<file path="src/sv/rbs_pkg.sv">
// ----------------------------------------------------------------------------
// rbs_pkg
// Shared types and constants of the bilinear RGB565 scaler.
// ----------------------------------------------------------------------------
package rbs_pkg;

    localparam int MAX_SRC_W  = 256;
    localparam int MAX_SRC_H  = 256;
    localparam int MAX_DST    = 512;
    localparam int PIXEL_BITS = 16;

    localparam int SW_BITS    = $clog2(MAX_SRC_W + 1);
    localparam int SH_BITS    = $clog2(MAX_SRC_H + 1);
    localparam int DST_BITS   = $clog2(MAX_DST + 1);
    localparam int DEPTH      = MAX_SRC_W * MAX_SRC_H;
    localparam int ADDR_BITS  = $clog2(DEPTH);
    localparam int STEP_BITS  = 24;
    localparam int CFG_IDX_BITS  = 2;
    localparam int CFG_DATA_BITS = 10;

    localparam logic [CFG_IDX_BITS-1:0] REG_SRC_WIDTH  = 2'd0;
    localparam logic [CFG_IDX_BITS-1:0] REG_SRC_HEIGHT = 2'd1;
    localparam logic [CFG_IDX_BITS-1:0] REG_DST_WIDTH  = 2'd2;
    localparam logic [CFG_IDX_BITS-1:0] REG_DST_HEIGHT = 2'd3;

    localparam logic OP_STORE   = 1'b0;
    localparam logic OP_PRODUCE = 1'b1;

    typedef enum logic [3:0] {
        ST_IDLE,
        ST_COORD,
        ST_RD1,
        ST_RD2,
        ST_RD3,
        ST_RD4,
        ST_BLEND1,
        ST_BLEND2,
        ST_DONE
    } state_t;

    // Effective sizes, step ratios and their valid flag handed from the configuration block to the datapath.
    typedef struct packed {
        logic [SW_BITS-1:0]   sw;
        logic [SH_BITS-1:0]   sh;
        logic [DST_BITS-1:0]  dw;
        logic [DST_BITS-1:0]  dh;
        logic [STEP_BITS-1:0] x_step;
        logic [STEP_BITS-1:0] y_step;
        logic                 steps_ok;
    } geom_t;

endpackage

</file>
<file path="src/sv/rbs_step_div.sv">
// ----------------------------------------------------------------------------
// rbs_step_div
// Configuration registers and a restoring divider for the 8.16 step ratios.
// ----------------------------------------------------------------------------
module rbs_step_div
    import rbs_pkg::*;
(
    input  logic                     clk,
    input  logic                     rst_n,
    input  logic                     cfg_we,
    input  logic [CFG_IDX_BITS-1:0]  cfg_index,
    input  logic [CFG_DATA_BITS-1:0] cfg_data,
    output geom_t                    geom
);

    localparam int NUM_BITS = SW_BITS + 16;
    localparam int CNT_BITS = $clog2(NUM_BITS + 1);

    logic [8:0] src_w_reg, src_h_reg;
    logic [9:0] dst_w_reg, dst_h_reg;
    logic       run_reg;
    logic       axis_reg;   // 0 x step, 1 y step
    logic [CNT_BITS-1:0] cnt_reg;
    logic [NUM_BITS-1:0] quo_reg;
    logic [NUM_BITS-1:0] num_reg;
    logic [DST_BITS:0]   rem_reg;
    logic [STEP_BITS-1:0] xs_reg, ys_reg;

    logic [SW_BITS-1:0]  sw, sh;
    logic [DST_BITS-1:0] dw, dh;
    logic [DST_BITS:0]   rem_shift;
    logic [DST_BITS:0]   divisor;

    always_comb
    begin
        if (src_w_reg == 9'd0) sw = SW_BITS'(1);
        else if (32'(src_w_reg) > MAX_SRC_W) sw = SW_BITS'(MAX_SRC_W);
        else sw = SW_BITS'(src_w_reg);
        if (src_h_reg == 9'd0) sh = SH_BITS'(1);
        else if (32'(src_h_reg) > MAX_SRC_H) sh = SH_BITS'(MAX_SRC_H);
        else sh = SH_BITS'(src_h_reg);
        if (dst_w_reg == 10'd0) dw = DST_BITS'(1);
        else if (32'(dst_w_reg) > MAX_DST) dw = DST_BITS'(MAX_DST);
        else dw = DST_BITS'(dst_w_reg);
        if (dst_h_reg == 10'd0) dh = DST_BITS'(1);
        else if (32'(dst_h_reg) > MAX_DST) dh = DST_BITS'(MAX_DST);
        else dh = DST_BITS'(dst_h_reg);
    end

    assign divisor   = axis_reg ? {1'b0, dh} : {1'b0, dw};
    assign rem_shift = {rem_reg[DST_BITS-1:0], num_reg[NUM_BITS-1]};

    always_ff @(posedge clk or negedge rst_n)
    begin
        if (!rst_n)
        begin
            src_w_reg <= 9'd160;
            src_h_reg <= 9'd120;
            dst_w_reg <= 10'd320;
            dst_h_reg <= 10'd240;
            run_reg   <= 1'b1;
            axis_reg  <= 1'b0;
            cnt_reg   <= '0;
            quo_reg   <= '0;
            num_reg   <= '0;
            rem_reg   <= '0;
            xs_reg    <= '0;
            ys_reg    <= '0;
        end
        else if (cfg_we)
        begin
            case (cfg_index)
                REG_SRC_WIDTH:  src_w_reg <= cfg_data[8:0];
                REG_SRC_HEIGHT: src_h_reg <= cfg_data[8:0];
                REG_DST_WIDTH:  dst_w_reg <= cfg_data;
                REG_DST_HEIGHT: dst_h_reg <= cfg_data;
                default: ;
            endcase
            run_reg  <= 1'b1;
            axis_reg <= 1'b0;
            cnt_reg  <= '0;
        end
        else if (run_reg)
        begin
            if (cnt_reg == '0)
            begin
                // Load numerator (size - 1) << 16.
                num_reg <= axis_reg ? {SW_BITS'(sh - 1'b1), 16'd0}
                                    : {SW_BITS'(sw - 1'b1), 16'd0};
                rem_reg <= '0;
                quo_reg <= '0;
                cnt_reg <= cnt_reg + 1'b1;
            end
            else
            begin
                num_reg <= num_reg << 1;
                if (rem_shift >= divisor)
                begin
                    rem_reg <= rem_shift - divisor;
                    quo_reg <= {quo_reg[NUM_BITS-2:0], 1'b1};
                end
                else
                begin
                    rem_reg <= rem_shift;
                    quo_reg <= {quo_reg[NUM_BITS-2:0], 1'b0};
                end
                if (32'(cnt_reg) == NUM_BITS)
                begin
                    cnt_reg <= '0;
                    if (axis_reg)
                    begin
                        ys_reg  <= STEP_BITS'(rem_shift >= divisor ?
                                   {quo_reg[NUM_BITS-2:0], 1'b1} :
                                   {quo_reg[NUM_BITS-2:0], 1'b0});
                        run_reg <= 1'b0;
                    end
                    else
                    begin
                        xs_reg <= STEP_BITS'(rem_shift >= divisor ?
                                  {quo_reg[NUM_BITS-2:0], 1'b1} :
                                  {quo_reg[NUM_BITS-2:0], 1'b0});
                    end
                    axis_reg <= ~axis_reg;
                end
                else
                begin
                    cnt_reg <= cnt_reg + 1'b1;
                end
            end
        end
    end

    assign geom.sw       = sw;
    assign geom.sh       = sh;
    assign geom.dw       = dw;
    assign geom.dh       = dh;
    assign geom.x_step   = xs_reg;
    assign geom.y_step   = ys_reg;
    assign geom.steps_ok = ~run_reg;

endmodule

</file>
<file path="config.mk">
export PLATFORM = sky130hd
export DESIGN_NAME = rbs_step_div
export DESIGN_NICKNAME = d
export VERILOG_FILES = /design/src/sv/rbs_pkg.sv /design/src/sv/rbs_step_div.sv
export SDC_FILE = /design/constraint.sdc
export NUM_CORES = 1
export LEC_CHECK = 0
export BUFFER_PORTS_ARGS = -buffer_cell sky130_fd_sc_hd__buf_2
export CAP_MARGIN = 20
export CELL_PAD_IN_SITES_DETAIL_PLACEMENT = 1
export CELL_PAD_IN_SITES_GLOBAL_PLACEMENT = 1
export CORE_MARGIN = 8
export CORE_UTILIZATION = 35
export CTS_BUF_LIST = sky130_fd_sc_hd__clkbuf_8
export DETAILED_ROUTE_END_ITERATION = 10
export PLACE_DENSITY_LB_ADDON = 0.12
export SYNTH_ARGS = -nofsm -noshare
export SYNTH_HDL_FRONTEND = slang
export SYNTH_SLANG_ARGS = --single-unit
export TNS_END_PERCENT = 10
</file>
<file path="constraint.sdc">
create_clock -name clk -period 8.35 [get_ports clk]
set_input_delay 0.4175 -clock clk [delete_from_list [all_inputs] [get_ports clk]]
set_output_delay 0.4175 -clock clk [all_outputs]
set_load 0.02 [all_outputs]
</file>
==> flow_summary.yaml, run 1 <==
status:
  outcome: "finished, final reports clean"
clock_tree:
  cts_buffers: 17
  clk_latency_ns: 0.43
  root_buffer: "clkbuf_8"
  cts_buffer_depth: 2
  htree_levels: 4
  cts_tree: "built"
  clk_pin_slew_ns: 0.08
  cts_resized: 0
  clock-sinks: 135
critical_path:
  crit_type: "reg2reg"
  path_max_fanout: 13
  worstReg2RegStart: "axis_reg$_DFFE_PN0P_"
  worstSetupEndpointType: "flip-flop"
  crit_path_start: "axis_reg$_DFFE_PN0P_"
  arrival_ns: 3.59
  crit_required_ns: 8.65
  cp-start-kind: "flip-flop"
layout:
  fillers: 2053
  area_growth_syn_to_layout_pct: 17.5
  nets: 701
  drive_gt1_share_pct: 36.0
  final_core_util_pct: 41.3
  insertedDiodeCount: 0
place:
  hpwl_mm: 12.0
  numPortBuffers: 101
  dpl_worst_slack_ns: 5.04
  globalplace.congestion: 0.832
sta:
  period_needed_ns: 3.29
  tightestPinTransition_ns: 0.890
  rsz0062_at_grt: "false"
  skew_ns: 0.00952
  layout_setup_ws_ns: 5.06
  final.setup.tns_ns: 0
  min_period_over_period_pct: 39.4
  finalHoldViolations: 0
  drv_slew: 0
  setup_violations: 0
  maxSlewHeadroom_pct: 40.7
  holdWs_ns: 0.239
  fmax_mhz: 304
power_and_ir_drop:
  p_sw_mw: 0.701
  clock_power_share_pct: 28.5
  p_int_mw: 1.31
  p_leak_nw: 3.66
  swShare_pct: 34.8
  comb_power_share_pct: 31.2
  cellPowerDensity_nw_per_um2: 263
  p_seq_share_pct: 40.3
  ir_worst_vdd_mv: 0.101
grt:
  first_global_vias: 4996
  grt_overflow_total: 0
  grt_use_met3_pct: 4.34
  antenna_found_initial: 0
  met2_usage_pct: 22.3
  globalRouteMet1Util_pct: 20.1
  grt_max_degree: 69
  grt_pass1_wl_mm: 27.7
  grtUsageTotal_pct: 14.8
  top_usage_layer: "met2"
synth:
  yosysSeqAreaShare_pct: 52.1
  syn_inst: 577
  syn_avg_cell_area_sq_um: 11.3
  mappedNetlistArea_sq_um: 6520
  synth_warnings: 0
  async_flop_share_pct: 100
  synth_edf_count: 0
  synth-seq-cells: 135
  ys.flop_type: "dfrtp_1"
  syn_nets: 607
  ys_types: 57
routing:
  num_vias: 4687
  drt_iter0_drc: 150
  drtAntennaViolNets: 0
  drt-total-wl_mm: 16.8
  drc: 0
  viasPerCell: 5.11
  firstDrtPassIters: 6
  avgRoutedWirePerCell_um: 18.3
hold_path:
  holdCritStartpoint: "cfg_data[9]"
  min_path_type: "in2reg"
floorplan:
  coreArea_sq_um: 18500
  io_pins: 102
  start_util_pct: 35.2
  die_w_um: 152
  die_height_um: 152
  rows: 50
  die_area_sq_um: 23200
run:
  cap_viol_max_count: 0
[Yosys cell counts (4+ instances only)]
cell type | instances | area [sq um]
o21ai_0 | 37 | 185
clkbuf_1 | 23 | 86.3
a21oi_1 | 21 | 105
dfstp_2 | 13 | 342
dfrtp_1 | 122 | 3050
inv_1 | 6 | 22.5
xnor2_1 | 6 | 52.6
nor4_1 | 7 | 43.8
mux2_2 | 86 | 968
mux2i_1 | 20 | 200
nand2_1 | 66 | 248
ha_1 | 14 | 175
nand3_1 | 11 | 55.1
nor2_1 | 31 | 116
xor2_1 | 7 | 61.3
buf_2 | 9 | 45.0
nor2b_1 | 32 | 200
a32oi_1 | 4 | 35.0
[power by group through the flow]
stage	Clock [mW]	Sequential, mW	Combinational (mW)
floorplan	0	0.788	0.500
global route	0.619	0.823	0.698
finish	0.574	0.810	0.627
CTS	0.595	0.811	0.636
detailed placement	0	0.823	0.633
global placement	0	0.819	0.622
[worst max-delay path: stages (launching register included)]
cell and delay, ns:
dfrtp_1 0.76, mux2i_1 0.38, ha_1 0.30, nor2b_1 0.15, o31a_1 0.27, o41a_1 0.36, o21ai_2 0.55, nand2b_1 0.25
o21ai_0 0.13
[logic make-up (layout without fill, tap and decap cells)]
family                   after synthesis  in the layout  share of synthesized area (%)
adder cells (fa/ha/maj)               15             15                           3.00
AO/OA/AOI/OAI                         92             92                           9.20
multiplexers                         106            106                           17.9
buffers and inverters                 40            146                           2.59
flip-flops                           135            135                           52.1
AND/OR/NAND/NOR                      176            176                           13.4
XOR/XNOR                              13             13                           1.75
[area by class of cell]
| cell class | count | area [sq um] | share of cell area (%) |
|---|---|---|---|
| repair buffers | 108 | 564 | 7.37 |
| multi-input cells | 402 | 2960 | 38.7 |
| clock buffers | 19 | 262 | 3.42 |
| inverters | 7 | 26.3 | 0.343 |
| well taps | 234 | 293 | 3.83 |
| clock inverters | 12 | 153 | 1.99 |
| flip-flops and latches | 135 | 3390 | 44.4 |
[per-stage QoR]
step,power [mW],std cells,area (sq um)
after global routing,2.14,917,7650
after global placement,1.44,884,7220
after detailed placement,1.46,885,7230
final,2.01,917,7650
after CTS,2.04,917,7650
after floorplan,1.29,577,6520
[cell usage in the layout (no fill, tap or decap), drive strengths merged, types with 4 or more instances in the layout]
master,netlist,final
o21ai,41,41
nor2b,32,32
a32oi,4,4
dfrtp,122,122
clkinv,1,4
xnor2,6,6
nand3,11,11
buf,10,107
a21oi,21,21
nand2,66,66
nor2,31,31
inv,6,10
mux2i,20,20
dfstp,13,13
nor3,4,4
ha,14,14
mux2,86,86
xor2,7,7
clkbuf,23,19
nor4,7,7
[worst paths after layout]
check	cells after the start	slack (ns)	end
setup / recovery	8	5.06	rem_reg[5]$_DFFE_PN0P_
hold / removal	2	0.24	dst_w_reg[9]$_DFFE_PN0P_
setup reg to reg	8	5.06	rem_reg[5]$_DFFE_PN0P_
hold reg to reg	2	0.49	num_reg[17]$_DFFE_PN0P_
max in group asynchronous	3	6.44	quo_reg[22]$_DFFE_PN0P_
min in group asynchronous	2	0.56	xs_reg[9]$_DFFE_PN0P_
[routing by layer]
| layer | vias up | wire [um] |
|---|---|---|
| met5 | - | 0 |
| met3 | 17 | 870 |
| met2 | 100 | 7420 |
| li1 | 2231 | - |
| met1 | 2339 | 8310 |
| met4 | 0 | 179 |
[repair_timing]
item | in CTS | in global routing
buffers inserted | 0 | 0
hold endpoints to repair | 37 | 0
hold buffers | 1 | 0
Power figures use the tool's default switching activity.
==> run 2: changes to the inputs <==
==> constraint.sdc (replaced) <==
create_clock -name clk -period 3 [get_ports clk]
set_input_delay 0.15 -clock clk [delete_from_list [all_inputs] [get_ports clk]]
set_output_delay 0.15 -clock clk [all_outputs]
set_load 0.02 [all_outputs]
==> run 2 against run 1 <==
Compared with the run above: sequential cell count unchanged; first-iteration DRC count grew 49%; core utilization rose by 0.69 points; largest cell class unchanged; largest power group unchanged.
==> flow_summary.yaml, run 2 (synthesis results as in run 1) <==
critical_path:
  crit_type: "reg2reg"
  rrSetupSlack_ns: 0.15
  arrival_ns: 3.23
  worstReg2RegStart: "dst_h_reg[9]$_DFFE_PN0P_"
  path_max_fanout: 12
  worstSetupEndpointType: "flip-flop"
  reg2reg_depth: 10
  crit_required_ns: 3.38
  regToRegEndpoint: "rem_reg[0]$_DFFE_PN0P_"
  cp-start-kind: "flip-flop"
  crit_path_start: "dst_h_reg[9]$_DFFE_PN0P_"
hold_path:
  holdCritStartpoint: "cfg_data[4]"
  whs_endpoint: "dst_w_reg[4]$_DFFE_PN0P_"
  worstHoldPathCells: 2
  min_path_type: "in2reg"
sta:
  period_needed_ns: 2.85
  drv_slew: 0
  holdWs_ns: 0.0286
  fmax_mhz: 351
  rsz0062_at_grt: "false"
  tightestPinTransition_ns: 0.634
  skew_ns: 0.0142
  min_period_over_period_pct: 94.9
  finalHoldViolations: 0
  maxSlewHeadroom_pct: 57.1
  setup_violations: 0
  final.setup.tns_ns: 0
grt:
  grt_pass1_wl_mm: 27.8
  grt_max_degree: 62
  grt_overflow_total: 0
  antenna_found_initial: 0
  grtUsageTotal_pct: 15.0
  first_global_vias: 5062
place:
  dpl.cell_count: 892
  dpl_cell_area_sq_um: 7300
  globalplace.congestion: 0.856
  hpwl_mm: 12.2
  numPortBuffers: 101
routing:
  num_vias: 4730
  drc: 0
  firstDrtPassIters: 4
  drt_iter0_drc: 224
  viasPerCell: 5.09
  drtAntennaViolNets: 0
  drt-total-wl_mm: 17.0
  avgRoutedWirePerCell_um: 18.3
floorplan:
  die_w_um: 152
  die_height_um: 152
  io_pins: 102
  start_util_pct: 35.2
  die_area_sq_um: 23200
  coreArea_sq_um: 18500
  rows: 50
clock_tree:
  clk_latency_ns: 0.45
  clk_pin_slew_ns: 0.09
  cts_buffer_depth: 2
  htree_levels: 4
  clock-sinks: 135
  cts_tree: "built"
  root_buffer: "clkbuf_8"
  cts_buffers: 17
power_and_ir_drop:
  p_leak_nw: 3.71
  finalPower_mw: 5.60
  cellPowerDensity_nw_per_um2: 720
  ir_worst_vdd_mv: 0.255
layout:
  area_growth_syn_to_layout_pct: 19.4
  regArea_sq_um: 3400
  insertedDiodeCount: 0
  final_cell_mix: "121 x dfrtp_1, 100 x buf_2, 86 x mux2_2, 66 x nand2_1, 37 x o21ai_0"
  fin_cells: 929
  final_common_cell: "dfrtp_1"
  nets: 713
  drive_gt1_share_pct: 38.3
  stdcell_area_sq_um: 7780
  fillers: 2049
  multi_input_area_sq_um: 3020
status:
  outcome: "finished, final reports clean"
run:
  cap_viol_max_count: 0
==> run 2: per-layer routing <==
metal | GRT usage (%) | up-vias | routed length [um]
li1 | - | 2248 | -
met1 | 20.0 | 2346 | 8360
met2 | 22.6 | 118 | 7390
met3 | 4.88 | 18 | 1010
met4 | 4.90 | 0 | 257
met5 | 0 | - | 0
==> run 2: cell type report <==
class                      instances  area share (%)
sequential                       135            43.6
multi-input combinational        402            38.8
timing repair buffer             120            8.73
tap                              234            3.76
clock buffer                      18            3.18
clock inverter                    13            1.58
inverter                           7           0.338
==> run 2: through the flow <==
step | utilization (%) | worst slack [ns]
2_1_floorplan | - | 0.0243
3_3_place_gp | 39.4 | 0.131
3_5_place_dp | 39.4 | 0.0691
4_1_cts | 41.6 | 0.0427
5_1_grt | 42.0 | 0.000790
6_report | 42.0 | 0.153
==> run 2: what timing repair did <==
action / CTS / global route
resized for setup: 0 / 11
endpoints found under the setup margin: 0 / 8
hold buffers: 4 / 1
setup buffers: 0 / 1
endpoints found under the hold margin: 67 / 1
==> run 2: worst max-delay path by stage <==
stage	slack [ns]	to	cells past startpoint
after floorplan	0.02	rem_reg[2]$_DFFE_PN0P_	12
after global placement	0.13	rem_reg[8]$_DFFE_PN0P_	13
after detailed placement	0.07	rem_reg[8]$_DFFE_PN0P_	13
after CTS	0.04	rem_reg[8]$_DFFE_PN0P_	13
after global routing	0.0008	rem_reg[0]$_DFFE_PN0P_	11
final	0.15	rem_reg[0]$_DFFE_PN0P_	10
==> run 2: critical path, cell delays in order, from the launching register on <==
cell and delay [ns]:
dfrtp_1 0.45, nor2b_1 0.27, mux2i_1 0.20, ha_1 0.33, nor2b_1 0.15, o31a_1 0.26, o41a_1 0.38, o21ai_2 0.16
buf_4 0.22, mux2i_1 0.22, a22o_1 0.14
==> run 2: where the power goes <==
group          internal [mW]  switching [mW]  total (mW)
combinational          0.825            1.06        1.88
clock                  0.681           0.772        1.45
sequential              2.05           0.215        2.26
total                   3.55            2.05        5.60
